[src/rtl/core/ubsd_pkg.sv]
// ----------------------------------------------------------------------------
// ubsd_pkg
// Shared types and codes of the Unicode byte stream decoder.
// ----------------------------------------------------------------------------
package ubsd_pkg;

  // encoding codes
  localparam logic [2:0] EncAscii  = 3'd0;
  localparam logic [2:0] EncUtf8   = 3'd1;
  localparam logic [2:0] EncU16Be  = 3'd2;
  localparam logic [2:0] EncU16Le  = 3'd3;
  localparam logic [2:0] EncU32Be  = 3'd4;
  localparam logic [2:0] EncU32Le  = 3'd5;
  localparam logic [2:0] EncDetect = 3'd6;

  // result status codes
  localparam logic [1:0] StCode    = 2'd0;
  localparam logic [1:0] StError   = 2'd1;
  localparam logic [1:0] StEndOk   = 2'd2;
  localparam logic [1:0] StEndFail = 2'd3;

  // up to four replayed prefix bytes plus the end word
  localparam int MaxResults = 5;
  localparam int QueueDepth = 4;

  localparam logic [7:0]  AsciiMax  = 8'h7F;
  localparam logic [7:0]  BomEf     = 8'hEF;
  localparam logic [7:0]  BomBb     = 8'hBB;
  localparam logic [7:0]  BomBf     = 8'hBF;
  localparam logic [7:0]  BomFe     = 8'hFE;
  localparam logic [7:0]  BomFf     = 8'hFF;
  localparam logic [15:0] SurHiMin  = 16'hD800;
  localparam logic [15:0] SurHiMax  = 16'hDBFF;
  localparam logic [15:0] SurLoMin  = 16'hDC00;
  localparam logic [15:0] SurLoMax  = 16'hDFFF;
  localparam logic [31:0] SuppBase  = 32'h0001_0000;

  typedef struct packed {
    logic [31:0] code_point;
    logic [1:0]  status;
  } result_t;

  // all results caused by one input word
  typedef struct packed {
    logic [2:0]                    cnt;
    result_t [MaxResults-1:0]      res;
  } run_t;

  typedef struct packed {
    logic [31:0] acc;
    logic [2:0]  biu;
    logic        hs;
    logic        failed;
  } unit_state_t;

  typedef struct packed {
    unit_state_t s;
    logic        emit;
    result_t     r;
  } feed_out_t;

endpackage

[src/rtl/core/unicode_byte_stream_decoder_top.sv]
// ----------------------------------------------------------------------------
// unicode_byte_stream_decoder_top
// Byte stream to Unicode code point decoder with byte-order mark detection.
// ----------------------------------------------------------------------------
// Input channel (in_valid/in_ready): one byte word per handshake, with
// byte_present and stream_end. Output channel (out_valid/out_ready): one
// result word per handshake: code_point, status, last_of_run marking the
// final result caused by one input word. Config channel (cfg_valid/
// cfg_ready, encoding_mode) is always ready; write it only while idle.
// Throughput: one input word per cycle while the run queue has room; the
// output side gives one result per cycle while out_ready is high, so an
// input word causing k results (k is at most 5) holds it until all k go.
// The queue slot is written at the edge that takes the word; the output
// register in the back loads from the queue once the back is free, and
// the first result of the word is presented from that register.
// Reset: the mode returns to detect, all stream state and the queue clear.
// A stalled receiver backs up the queue; in_ready drops only once the queue
// (QUEUE_DEPTH runs) is full.
// ----------------------------------------------------------------------------
module unicode_byte_stream_decoder_top #(
  parameter int QUEUE_DEPTH = ubsd_pkg::QueueDepth
) (
  input  logic        clk,
  input  logic        rst,
  input  logic        cfg_valid,
  output logic        cfg_ready,
  input  logic [2:0]  encoding_mode,
  input  logic        in_valid,
  output logic        in_ready,
  input  logic [7:0]  byte_value,
  input  logic        byte_present,
  input  logic        stream_end,
  output logic        out_valid,
  input  logic        out_ready,
  output logic [31:0] code_point,
  output logic [1:0]  status,
  output logic        last_of_run
);
  import ubsd_pkg::*;

  logic push;
  run_t push_run;
  logic q_ready;
  logic q_pop;
  logic q_valid;
  run_t q_run;

  assign cfg_ready = 1'b1;
  assign in_ready  = q_ready;

  ubsd_front u_front (
    .clk          (clk),
    .rst          (rst),
    .cfg_valid    (cfg_valid),
    .cfg_mode     (encoding_mode),
    .in_valid     (in_valid),
    .q_ready      (q_ready),
    .byte_value   (byte_value),
    .byte_present (byte_present),
    .stream_end   (stream_end),
    .push         (push),
    .push_run     (push_run)
  );

  ubsd_queue #(
    .DEPTH (QUEUE_DEPTH)
  ) u_queue (
    .clk       (clk),
    .rst       (rst),
    .push      (push),
    .push_run  (push_run),
    .ready     (q_ready),
    .pop       (q_pop),
    .pop_valid (q_valid),
    .pop_run   (q_run)
  );

  ubsd_back u_back (
    .clk         (clk),
    .rst         (rst),
    .q_valid     (q_valid),
    .q_run       (q_run),
    .q_pop       (q_pop),
    .out_valid   (out_valid),
    .out_ready   (out_ready),
    .code_point  (code_point),
    .status      (status),
    .last_of_run (last_of_run)
  );

endmodule

[src/rtl/core/ubsd_front.sv]
// ----------------------------------------------------------------------------
// ubsd_front
// Accepts bytes, tracks stream state, detects the byte-order mark and
// decodes units; pushes the results of each input word as one run.
// ----------------------------------------------------------------------------
module ubsd_front (
  input  logic             clk,
  input  logic             rst,
  input  logic             cfg_valid,
  input  logic [2:0]       cfg_mode,
  input  logic             in_valid,
  input  logic             q_ready,
  input  logic [7:0]       byte_value,
  input  logic             byte_present,
  input  logic             stream_end,
  output logic             push,
  output ubsd_pkg::run_t   push_run
);
  import ubsd_pkg::*;

  localparam unit_state_t Clean = '{acc: 32'd0, biu: 3'd0, hs: 1'b0, failed: 1'b0};

  function automatic logic [2:0] utf8_len(input logic [7:0] b);
    logic [2:0] len;
    len = 3'd0;
    if (b[7:5] == 3'b110) len = 3'd2;
    else if (b[7:4] == 4'b1110) len = 3'd3;
    else if (b[7:3] == 5'b11110) len = 3'd4;
    return len;
  endfunction

  function automatic feed_out_t feed(input logic [2:0] enc, input unit_state_t s,
                                     input logic [7:0] b);
    feed_out_t   o;
    logic [31:0] acc_n;
    logic [2:0]  biu_n;
    logic [7:0]  lead;
    logic [2:0]  need;
    logic [15:0] raw;
    logic [15:0] cu16;
    logic [15:0] hsv;
    o.s            = s;
    o.emit         = 1'b0;
    o.r.code_point = 32'd0;
    o.r.status     = StCode;
    acc_n          = {s.acc[23:0], b};
    biu_n          = s.biu + 3'd1;
    lead           = 8'd0;
    need           = 3'd0;
    raw            = acc_n[15:0];
    cu16           = 16'd0;
    hsv            = acc_n[31:16];
    unique case (enc)
      EncAscii: begin
        o.emit = 1'b1;
        if (b > AsciiMax) begin
          o.r.status = StError;
          o.s        = Clean;
          o.s.failed = 1'b1;
        end else begin
          o.r.code_point = {24'd0, b};
        end
      end
      EncUtf8: begin
        if (s.biu == 3'd0) begin
          if (!b[7]) begin
            o.emit         = 1'b1;
            o.r.code_point = {24'd0, b};
          end else if (utf8_len(b) == 3'd0) begin
            o.emit     = 1'b1;
            o.r.status = StError;
            o.s        = Clean;
            o.s.failed = 1'b1;
          end else begin
            o.s.acc = {24'd0, b};
            o.s.biu = 3'd1;
          end
        end else begin
          unique case (s.biu)
            3'd1:    lead = s.acc[7:0];
            3'd2:    lead = s.acc[15:8];
            default: lead = s.acc[23:16];
          endcase
          need    = utf8_len(lead);
          o.s.acc = acc_n;
          o.s.biu = biu_n;
          if (biu_n >= need) begin
            unique case (need)
              3'd2: o.r.code_point = {21'd0, lead[4:0], acc_n[5:0]};
              3'd3: o.r.code_point = {16'd0, lead[3:0], acc_n[13:8], acc_n[5:0]};
              3'd4: o.r.code_point = {11'd0, lead[2:0], acc_n[21:16], acc_n[13:8],
                                      acc_n[5:0]};
              default: o.r.code_point = {25'd0, lead[6:0]};
            endcase
            o.emit = 1'b1;
            o.s    = Clean;
          end
        end
      end
      EncU16Be, EncU16Le: begin
        o.s.acc = acc_n;
        o.s.biu = biu_n;
        if (biu_n >= 3'd2) begin
          cu16    = (enc == EncU16Be) ? raw : {raw[7:0], raw[15:8]};
          o.s.biu = 3'd0;
          if (s.hs) begin
            o.s    = Clean;
            o.emit = 1'b1;
            if (cu16 < SurLoMin || cu16 > SurLoMax) begin
              o.r.status = StError;
              o.s.failed = 1'b1;
            end else begin
              // high and low ten bits joined above the BMP
              o.r.code_point = SuppBase + {12'd0, hsv[9:0], cu16[9:0]};
            end
          end else if (cu16 >= SurHiMin && cu16 <= SurHiMax) begin
            o.s.hs  = 1'b1;
            o.s.acc = {16'd0, cu16};
          end else begin
            o.s.acc        = 32'd0;
            o.emit         = 1'b1;
            o.r.code_point = {16'd0, cu16};
          end
        end
      end
      default: begin
        o.s.acc = acc_n;
        o.s.biu = biu_n;
        if (biu_n >= 3'd4) begin
          o.r.code_point = (enc == EncU32Be) ? acc_n :
                           {acc_n[7:0], acc_n[15:8], acc_n[23:16], acc_n[31:24]};
          o.emit = 1'b1;
          o.s    = Clean;
        end
      end
    endcase
    return o;
  endfunction

  logic [2:0]      mode;
  logic [2:0]      active;
  logic [7:0]      prefix [4];
  logic [2:0]      count;
  unit_state_t     ust;

  logic            accept;
  logic            detect;
  logic            take_byte;
  logic [7:0]      held_w [4];
  logic [2:0]      n_w;
  logic            do_resolve;
  logic [2:0]      enc_r;
  logic            is_u16_r;
  logic            feed_use_r;
  unit_state_t     preset;
  logic [2:0]      feed_enc;
  unit_state_t     feed_st;
  logic [7:0]      feed_b;
  feed_out_t       fo;
  logic            a_fail;
  logic [2:0]      cnt_a;
  unit_state_t     st_a;
  logic [2:0]      active_a;
  logic [2:0]      count_a;
  logic            bad;
  result_t         end_res;
  run_t            run;
  logic [2:0]      start_enc;

  assign accept    = in_valid && q_ready;
  assign detect    = (active == EncDetect);
  assign take_byte = byte_present && !ust.failed;
  assign start_enc = (mode >= EncDetect) ? EncDetect : mode;

  always_comb begin
    for (int i = 0; i < 4; i++) begin
      held_w[i] = (detect && take_byte && count[1:0] == 2'(i)) ? byte_value : prefix[i];
    end
    n_w        = count + ((detect && take_byte) ? 3'd1 : 3'd0);
    do_resolve = detect && (n_w == 3'd4 || stream_end);

    // byte-order mark rules, size limits as specified
    enc_r = EncAscii;
    if (n_w >= 3'd2) begin
      priority if (held_w[0] == BomEf) begin
        if (n_w > 3'd3 && held_w[1] == BomBb && held_w[2] == BomBf) enc_r = EncUtf8;
      end else if (held_w[0] == BomFe) begin
        if (n_w > 3'd2 && held_w[1] == BomFf) enc_r = EncU16Be;
      end else if (held_w[0] == 8'h00) begin
        if (n_w >= 3'd4 && held_w[1] == 8'h00 && held_w[2] == BomFe &&
            held_w[3] == BomFf) enc_r = EncU32Be;
      end else if (held_w[0] == BomFf) begin
        if (held_w[1] == BomFe) begin
          if (n_w >= 3'd4 && held_w[2] == 8'h00 && held_w[3] == 8'h00) enc_r = EncU32Le;
          else enc_r = EncU16Le;
        end
      end else begin
        enc_r = EncAscii;
      end
    end
    is_u16_r   = (enc_r == EncU16Be) || (enc_r == EncU16Le);
    feed_use_r = (enc_r == EncUtf8) || (is_u16_r && n_w == 3'd4);

    // first byte after a 16-bit mark is already half a unit
    preset     = Clean;
    preset.acc = {24'd0, held_w[2]};
    preset.biu = 3'd1;

    feed_enc = detect ? enc_r : active;
    feed_st  = detect ? ((enc_r == EncUtf8) ? Clean : preset) : ust;
    feed_b   = detect ? held_w[3] : byte_value;
    fo       = feed(feed_enc, feed_st, feed_b);

    run.cnt = 3'd0;
    for (int j = 0; j < MaxResults; j++) begin
      run.res[j] = '{code_point: 32'd0, status: StCode};
    end
    a_fail   = 1'b0;
    cnt_a    = 3'd0;
    st_a     = ust;
    active_a = active;
    count_a  = count;

    if (do_resolve) begin
      active_a = enc_r;
      count_a  = 3'd0;
      if (enc_r == EncAscii) begin
        for (int i = 0; i < 4; i++) begin
          if (3'(i) < n_w && !a_fail) begin
            if (held_w[i] > AsciiMax) begin
              run.res[i].status = StError;
              a_fail            = 1'b1;
            end else begin
              run.res[i].code_point = {24'd0, held_w[i]};
            end
            cnt_a = cnt_a + 3'd1;
          end
        end
        st_a        = Clean;
        st_a.failed = a_fail;
      end else if (feed_use_r) begin
        st_a       = fo.s;
        run.res[0] = fo.r;
        cnt_a      = fo.emit ? 3'd1 : 3'd0;
      end else if (is_u16_r && n_w == 3'd3) begin
        st_a = preset;
      end else begin
        st_a = Clean;
      end
    end else if (detect) begin
      count_a = n_w;
    end else if (take_byte) begin
      st_a       = fo.s;
      run.res[0] = fo.r;
      cnt_a      = fo.emit ? 3'd1 : 3'd0;
    end

    bad     = st_a.failed || st_a.biu != 3'd0 || st_a.hs;
    end_res = '{code_point: 32'd0, status: (bad ? StEndFail : StEndOk)};
    run.cnt = cnt_a;
    if (stream_end) begin
      for (int j = 0; j < MaxResults; j++) begin
        if (3'(j) == cnt_a) run.res[j] = end_res;
      end
      run.cnt = cnt_a + 3'd1;
    end
  end

  assign push     = accept && (run.cnt != 3'd0);
  assign push_run = run;

  always_ff @(posedge clk) begin
    if (rst) begin
      mode   <= EncDetect;
      active <= EncDetect;
      count  <= 3'd0;
      ust    <= Clean;
    end else if (cfg_valid) begin
      mode   <= cfg_mode;
      active <= (cfg_mode >= EncDetect) ? EncDetect : cfg_mode;
      count  <= 3'd0;
      ust    <= Clean;
    end else if (accept) begin
      if (stream_end) begin
        active <= start_enc;
        count  <= 3'd0;
        ust    <= Clean;
      end else begin
        active <= active_a;
        count  <= count_a;
        ust    <= st_a;
      end
    end
  end

  always_ff @(posedge clk) begin
    if (accept && detect && take_byte) begin
      prefix[count[1:0]] <= byte_value;
    end
  end

endmodule

[src/rtl/core/ubsd_queue.sv]
// ----------------------------------------------------------------------------
// ubsd_queue
// Short FIFO of result runs between the front and the back.
// ----------------------------------------------------------------------------
module ubsd_queue #(
  parameter int DEPTH = ubsd_pkg::QueueDepth
) (
  input  logic           clk,
  input  logic           rst,
  input  logic           push,
  input  ubsd_pkg::run_t push_run,
  output logic           ready,
  input  logic           pop,
  output logic           pop_valid,
  output ubsd_pkg::run_t pop_run
);
  import ubsd_pkg::*;

  localparam int PW = $clog2(DEPTH);
  localparam int CW = $clog2(DEPTH + 1);
  localparam logic [PW-1:0] LastIdx = PW'(DEPTH - 1);
  localparam logic [CW-1:0] Full    = CW'(DEPTH);

  run_t          slots [DEPTH];
  logic [PW-1:0] wr_ptr;
  logic [PW-1:0] rd_ptr;
  logic [CW-1:0] fill;
  logic          do_push;
  logic          do_pop;

  assign ready     = (fill != Full);
  assign pop_valid = (fill != '0);
  assign pop_run   = slots[rd_ptr];
  assign do_push   = push && ready;
  assign do_pop    = pop && pop_valid;

  always_ff @(posedge clk) begin
    if (rst) begin
      wr_ptr <= '0;
      rd_ptr <= '0;
      fill   <= '0;
    end else begin
      if (do_push) wr_ptr <= (wr_ptr == LastIdx) ? '0 : wr_ptr + 1'b1;
      if (do_pop)  rd_ptr <= (rd_ptr == LastIdx) ? '0 : rd_ptr + 1'b1;
      if (do_push && !do_pop)      fill <= fill + 1'b1;
      else if (do_pop && !do_push) fill <= fill - 1'b1;
    end
  end

  always_ff @(posedge clk) begin
    if (do_push) slots[wr_ptr] <= push_run;
  end

endmodule

[src/rtl/core/ubsd_back.sv]
// ----------------------------------------------------------------------------
// ubsd_back
// Takes runs from the queue and presents their results one word per cycle while out_ready is high.
// ----------------------------------------------------------------------------
module ubsd_back (
  input  logic           clk,
  input  logic           rst,
  input  logic           q_valid,
  input  ubsd_pkg::run_t q_run,
  output logic           q_pop,
  output logic           out_valid,
  input  logic           out_ready,
  output logic [31:0]    code_point,
  output logic [1:0]     status,
  output logic           last_of_run
);
  import ubsd_pkg::*;

  logic       busy;
  run_t       cur;
  logic [2:0] idx;
  logic       last;
  logic       advance;

  assign last        = (idx == cur.cnt - 3'd1);
  assign advance     = busy && out_ready;
  assign q_pop       = q_valid && (!busy || (advance && last));
  assign out_valid   = busy;
  assign code_point  = cur.res[idx].code_point;
  assign status      = cur.res[idx].status;
  assign last_of_run = last;

  always_ff @(posedge clk) begin
    if (rst) begin
      busy <= 1'b0;
      idx  <= 3'd0;
    end else if (q_pop) begin
      busy <= 1'b1;
      idx  <= 3'd0;
    end else if (advance) begin
      if (last) busy <= 1'b0;
      else idx <= idx + 3'd1;
    end
  end

  always_ff @(posedge clk) begin
    if (q_pop) cur <= q_run;
  end

endmodule
[config.mk]
export PLATFORM = sky130hd
export DESIGN_NAME = unicode_byte_stream_decoder_top
export DESIGN_NICKNAME = d
export VERILOG_FILES = /design/src/rtl/core/ubsd_pkg.sv /design/src/rtl/core/unicode_byte_stream_decoder_top.sv /design/src/rtl/core/ubsd_front.sv /design/src/rtl/core/ubsd_queue.sv /design/src/rtl/core/ubsd_back.sv
export SDC_FILE = /design/constraint.sdc
export NUM_CORES = 1
export LEC_CHECK = 0
export ABC_AREA = 1
export BUFFER_PORTS_ARGS = -buffer_cell sky130_fd_sc_hd__clkbuf_2
export CORE_MARGIN = 3
export CORE_UTILIZATION = 45
export CTS_CLUSTER_SIZE = 24
export DETAILED_ROUTE_END_ITERATION = 12
export SYNTH_ARGS = -nofsm -noshare
export SYNTH_HDL_FRONTEND = slang
export SYNTH_SLANG_ARGS = --single-unit
[constraint.sdc]
create_clock -name clk -period 20.5 [get_ports clk]
set_clock_uncertainty 0.05 [all_clocks]
set_input_delay 4.1 -clock clk [delete_from_list [all_inputs] [get_ports clk]]
set_output_delay 4.1 -clock clk [all_outputs]
set_load 0.01 [all_outputs]
---- After elaboration in Yosys (flattened, before gate mapping) ----
Memories as Yosys holds them, arrays and structs flattened. A register that Yosys moved wholly into a read port is not among the register bits.
Cells that the tools add are included.
cells by class
  $add $sub $neg .......................... 13
  reductions and logical operators ........ 74
  bitwise operators ....................... 1
  mux-type cells .......................... 149
  magnitude comparators ................... 23
  equality and inequality tests ........... 42
operator list
  kind                                                                              number
  34-bit two-way mux                                                                14
  37-bit two-way mux                                                                9
  70-bit two-way mux                                                                3
  70-bit case mux with 3 select lines                                               1
  102-bit two-way mux                                                               2
  173-bit two-way mux                                                               1
  3-bit two-way mux                                                                 46
  34-bit binary-select mux with 3-bit select                                        1
  8-bit two-way mux                                                                 12
  8-bit equality test (second input constant)                                       9
  72-bit two-way mux                                                                1
  33-bit two-way mux                                                                2
  32-bit two-way mux                                                                2
  21-bit case mux with 3 select lines                                               1
  16-bit two-way mux                                                                3
  8-bit by 7-bit greater-than comparator with 1-bit output (second input constant)  5
  1-bit two-way mux                                                                 39
  1-bit logical AND                                                                 32
  8-bit zero test                                                                   4
  13-bit two-way mux                                                                2
  3-bit by 2-bit equality test with 1-bit output (second input constant)            8
  17-bit by 20-bit adder with 21-bit output (first input constant)                  1
  3-bit by 1-bit adder with 3-bit output (second input constant)                    7
  3-bit equality test (second input constant)                                       6
  39 further kinds                                                                  91
word-level totals
  word-level logic and storage cells ...... 316
  flip-flop bits (word level) ............. 57
  output and inout bits ................... 38
  memories kept ........................... 2
  bits of input ports ..................... 18
  bits in writable memories ............... 724
memory list
  memory          depth  width  read ports  clocked after memory_dff  write ports  RTL line           RTL
  u_queue.slots   4      173    1           1                         1            ubsd_queue.sv:24   run_t slots [DEPTH];
  u_front.prefix  4      8      4           0                         1            ubsd_front.sv:142  logic [7:0] prefix [4];

---- Longest topological paths before layout ----
  word-level depth ........................ 49
  mapped depth ............................ 55
  gate-level depth less buffers ........... 53

---- By module ----
Synthesis repeated with hierarchy kept, for this count alone.
second synthesis, totals
  cells, all modules ...................... 3653
  area total of the unflattened synthesis .. 41363.4 um^2
modules (own cells, without submodules)
  module                           cells an instance  area each (um^2)  times used
  ubsd_queue                       1742               25983.7           1
  ubsd_front                       1412               8514.4            1
  ubsd_back                        497                6854.1            1
  unicode_byte_stream_decoder_top  2                  11.3              1

---- Worst setup path after synthesis ----
Ideal clock, no wire load.
  kind .................................... input-to-reg
  from .................................... input byte_present
  to ...................................... memory u_queue.slots[0][0] (netlist name), enable pin
  required time ........................... 19954 ps
  data arrival time ....................... 12714 ps
  stages .................................. 43
  slack ................................... 7240 ps
  cells stage by stage .................... nand2_1 > nor2_4 > buf_4 > ha_1 > ha_1 > or2_2 > nand2_1 > buf_2 > nand2_1 > nor2_1 > nand2_1 > nor2_2 > nand3_2 > nand2_1 > inv_1 > ha_1 > nand2_1 > inv_1 > (+7 left out) > ha_1 > a21oi_1 > o21ai_0 > a31oi_1 > inv_1 > nand2_1 > nor2_1 > nor3_1 > nand2_1 > nand2_2 > nand2_2 > ha_1 > ha_1 > o21ai_0 > nor2_1 > nand2_4 > nand2_2 > nor2_1
RTL lines
  element      RTL line                               RTL
  from (decl)  unicode_byte_stream_decoder_top.sv:31  input logic byte_present,
  to (decl)    ubsd_queue.sv:24

==> results.py <==
metrics = {
    "floorplan": {
        "rows": 79,
        "dieArea_mm2": 0.0503,
        "start_util_pct": 45.8,
        "die_h_um": 224,
        "die_w_um": 224,
        "io_pins": 56,
        "core_region_area_mm2": 0.0469,
    },
    "detailed_routing": {
        "drt-initial-drc-count": 2055,
        "viasPerCell": 5.96,
        "wl_per_cell_um": 22.8,
        "first_pass_iters": 7,
        "wl_met1_mm": 30.6,
        "wl_met2_mm": 29.8,
        "vias": 17750,
        "top_layer": "met5",
        "drc": 0,
        "detail-route-antenna-nets": 0,
        "routed_wl_mm": 67.8,
        "route.met3.wl_mm": 5.18,
    },
    "setup_path": {
        "worstSetupStartpointType": "input port",
        "critPathRequiredTime_ps": 20640,
        "startpoint": "byte_present",
        "cp.arrival_ps": 12820,
        "reg2reg_slack_ps": 10570,
        "worst_setup_path_end_kind": "flip-flop",
        "cp_slowest_cell": "buf_4",
        "r2r-end": "u_queue.slots[3][33]$_DFFE_PP_",
        "critPathMaxFanout": 69,
        "cpMostUsedCell": "nand2_1",
        "cp.depth": 44,
        "reg2reg_from": "u_front.active[1]$_SDFFE_PP1P_",
        "worstSetupEndpoint": "u_queue.slots[3][33]$_DFFE_PP_",
        "r2r.worst_path.cells": 43,
        "crit_family": "simple AND/OR/NAND/NOR gates",
        "critPathBufInv": 6,
        "cpPeakStageDelay_ps": 800,
        "worstSetupPathType": "in -> reg",
    },
    "clock_network": {
        "cts_resized": 0,
        "clk_pin_slew_ps": 60,
        "cts_buffer_depth": 3,
        "clock_latency_ps": 600,
        "numClockSinks": 426,
        "cts_root_buf": "clkbuf_16",
        "cts_setup_buffers": 0,
        "htreeDepth": 2,
        "numCtsBuffers": 46,
        "ctsHoldBuffers": 0,
        "cts_tree": "yes",
    },
    "pwr": {
        "powerDensity_mw_per_mm2": 117,
        "p_leak_nw": 9.06,
        "peakVddDrop_mv": 0.0931,
    },
    "global_routing": {
        "grt_max_degree": 104,
        "grt_pass1_wl_mm": 102,
        "grt_util_all_layers_pct": 26.3,
        "grt_overflow": 0,
        "antenna_found_initial": 1,
        "first_global_vias": 16695,
    },
    "cells_and_area": {
        "fin_cells": 2978,
        "multi_input_area_mm2": 0.00797,
        "diodes": 0,
        "layout.nets": 2377,
        "areaGrowthSynthToFinish_pct": 10.8,
        "register_area_mm2": 0.0123,
        "drive_above_1_share_pct": 10.2,
        "fillers": 4373,
    },
    "yosys": {
        "synth.distinct_cells": 57,
        "ys_warn_count": 0,
        "synthArstFlopShare_pct": 0,
        "synth_edf_count": 377,
        "synthCells": 2306,
        "avgSynthCellArea_um2": 9.30,
        "ys_seq_elements": 426,
        "yosysSeqAreaShare_pct": 57.4,
        "syn_area_mm2": 0.0214,
        "synth_flop_cell": "edfxtp_1",
    },
    "timing": {
        "finalSetupViolations": 0,
        "finalCritPeriodShare_pct": 61.9,
        "fmax_ghz": 0.0789,
        "maxSlewViolCount": 0,
        "slew_headroom_pct": 26.0,
        "min_period_ps": 12680,
        "hold_viol_final": 0,
        "worst_slew_pin_slew_ps": 1110,
        "setup_tns_ps": 0,
        "rsz0062_at_grt": "no",
    },
    "run_status": {
        "status": "finished clean",
    },
    "place": {
        "gp_congestion": 1.01,
        "port_buffers": 54,
        "placed_cells": 2893,
        "dp_hpwl_mm": 44.9,
    },
    "min_path": {
        "hold_path_class": "reg -> reg",
    },
    "flow_run": {
        "maxCapViolations": 0,
    },
}
Yosys cell counts, types with 17 or more instances:
library cell | instances | area [µm²]
edfxtp_1 | 377 | 11300
nand2_1 | 371 | 1390
nor2_1 | 317 | 1190
o21ai_0 | 265 | 1330
inv_1 | 194 | 728
a21oi_1 | 118 | 591
o22ai_1 | 106 | 663
nand3_1 | 88 | 440
clkbuf_1 | 84 | 315
dfxtp_1 | 49 | 981
nand2_2 | 28 | 175
nand4_1 | 28 | 175
nor3_1 | 27 | 135
ha_1 | 24 | 300
o211ai_1 | 19 | 143
o21ai_1 | 19 | 95.1
nor2_2 | 17 | 106
layout by cell type, fill, tap and decap left out, types with 7 or more instances in the layout:
cell / count
a211oi_1: 11
nor2_4: 12
a22oi_1: 10
nand2_1: 371
o21ai_0: 264
buf_4: 26
nand3_2: 9
conb_1: 13
nand4_1: 28
o221ai_1: 15
clkinv_1: 20
nor2_2: 17
inv_1: 192
nand2_2: 28
nand3_1: 88
edfxtp_1: 377
o22ai_1: 106
o21ai_1: 20
clkinv_2: 8
clkbuf_16: 46
inv_2: 9
o211ai_1: 19
nor3_1: 26
ha_1: 24
a21oi_1: 117
clkbuf_1: 7
a31oi_1: 7
clkbuf_2: 54
dfxtp_1: 47
nor2_1: 312
a221oi_1: 7
worst register-to-register path, delay by kind of cell (launching register included):
family                   cells  cell delay (ps)
AO/OA/AOI/OAI                7             1120
adder cells (fa/ha/maj)      6             1500
buffers and inverters        5             1250
flip-flops                   1              750
AND/OR/NAND/NOR             25             4770
worst min path at each step:
stage / start / cells past startpoint / slack, ps / end
final: u_front.ust[16]$_SDFFE_PP0P_ / 2 / 410 / u_front.ust[16]$_SDFFE_PP0P_
after global routing: u_front.ust[17]$_SDFFE_PP0P_ / 2 / 430 / u_front.ust[17]$_SDFFE_PP0P_
after CTS: u_front.ust[24]$_SDFFE_PP0P_ / 2 / 420 / u_front.ust[24]$_SDFFE_PP0P_
after detailed placement: u_front.ust[24]$_SDFFE_PP0P_ / 2 / 410 / u_front.ust[24]$_SDFFE_PP0P_
after global placement: u_front.ust[16]$_SDFFE_PP0P_ / 2 / 400 / u_front.ust[16]$_SDFFE_PP0P_
after floorplan: u_front.ust[2]$_SDFFE_PP0P_ / 2 / 400 / u_front.ust[2]$_SDFFE_PP0P_
power breakdown:
| part | internal (W) | switching [W] |
|---|---|---|
| Sequential | 0.00112 | 0.0000493 |
| Clock | 0.000466 | 0.000347 |
| Combinational | 0.000222 | 0.000590 |
logic make-up (layout without fill, tap and decap cells):
kind of cell             count (synthesis)  in the layout  share of synthesized area (%)
flip-flops                             426            426                           57.4
adder cells (fa/ha/maj)                 25             25                           1.49
other                                    2             13                         0.0350
XOR/XNOR                                 7              7                          0.286
AO/OA/AOI/OAI                          612            612                           16.5
buffers and inverters                  320            374                           5.91
AND/OR/NAND/NOR                        914            914                           18.4
per-stage QoR:
stage               hold WS, ps  instance area (µm²)  total power, W  util (%)  setup WS, ps
floorplan                   395                21500         0.00171         -          7240
global route                432                23800         0.00293      50.7          7000
global placement            404                22300         0.00198      47.6          7620
detailed placement          406                22300         0.00199      47.6          7390
CTS                         416                23800         0.00281      50.7          7970
finish                      415                23800         0.00279      50.7          7820
state kept, by name, indices dropped and copies added, names as in the netlist:
register and count:
u_front.ust 29, u_front.count 3, u_queue.slots 276, u_front.active 3
u_back.cur 69, u_queue.rd_ptr 2, u_back.idx 3, u_queue.wr_ptr 2
u_back.out_valid 1, u_queue.fill 3, u_front.mode 3, u_front.prefix 32
area by class of cell:
type | instances | area share [%]
clock inverter | 32 | 1.27
multi-input combinational | 1571 | 33.5
tap | 607 | 3.20
clock buffer | 53 | 4.95
inverter | 209 | 3.31
sequential | 426 | 51.8
timing repair buffer | 80 | 1.96
per-layer routing:
metal  vias to the layer above  GRT usage, %
met3                       162          4.45
met4                         2          8.24
met2                       782          40.1
met5                         -             0
met1                      8622          38.6
li1                       8182             -
(Power assumes the default switching activity.)
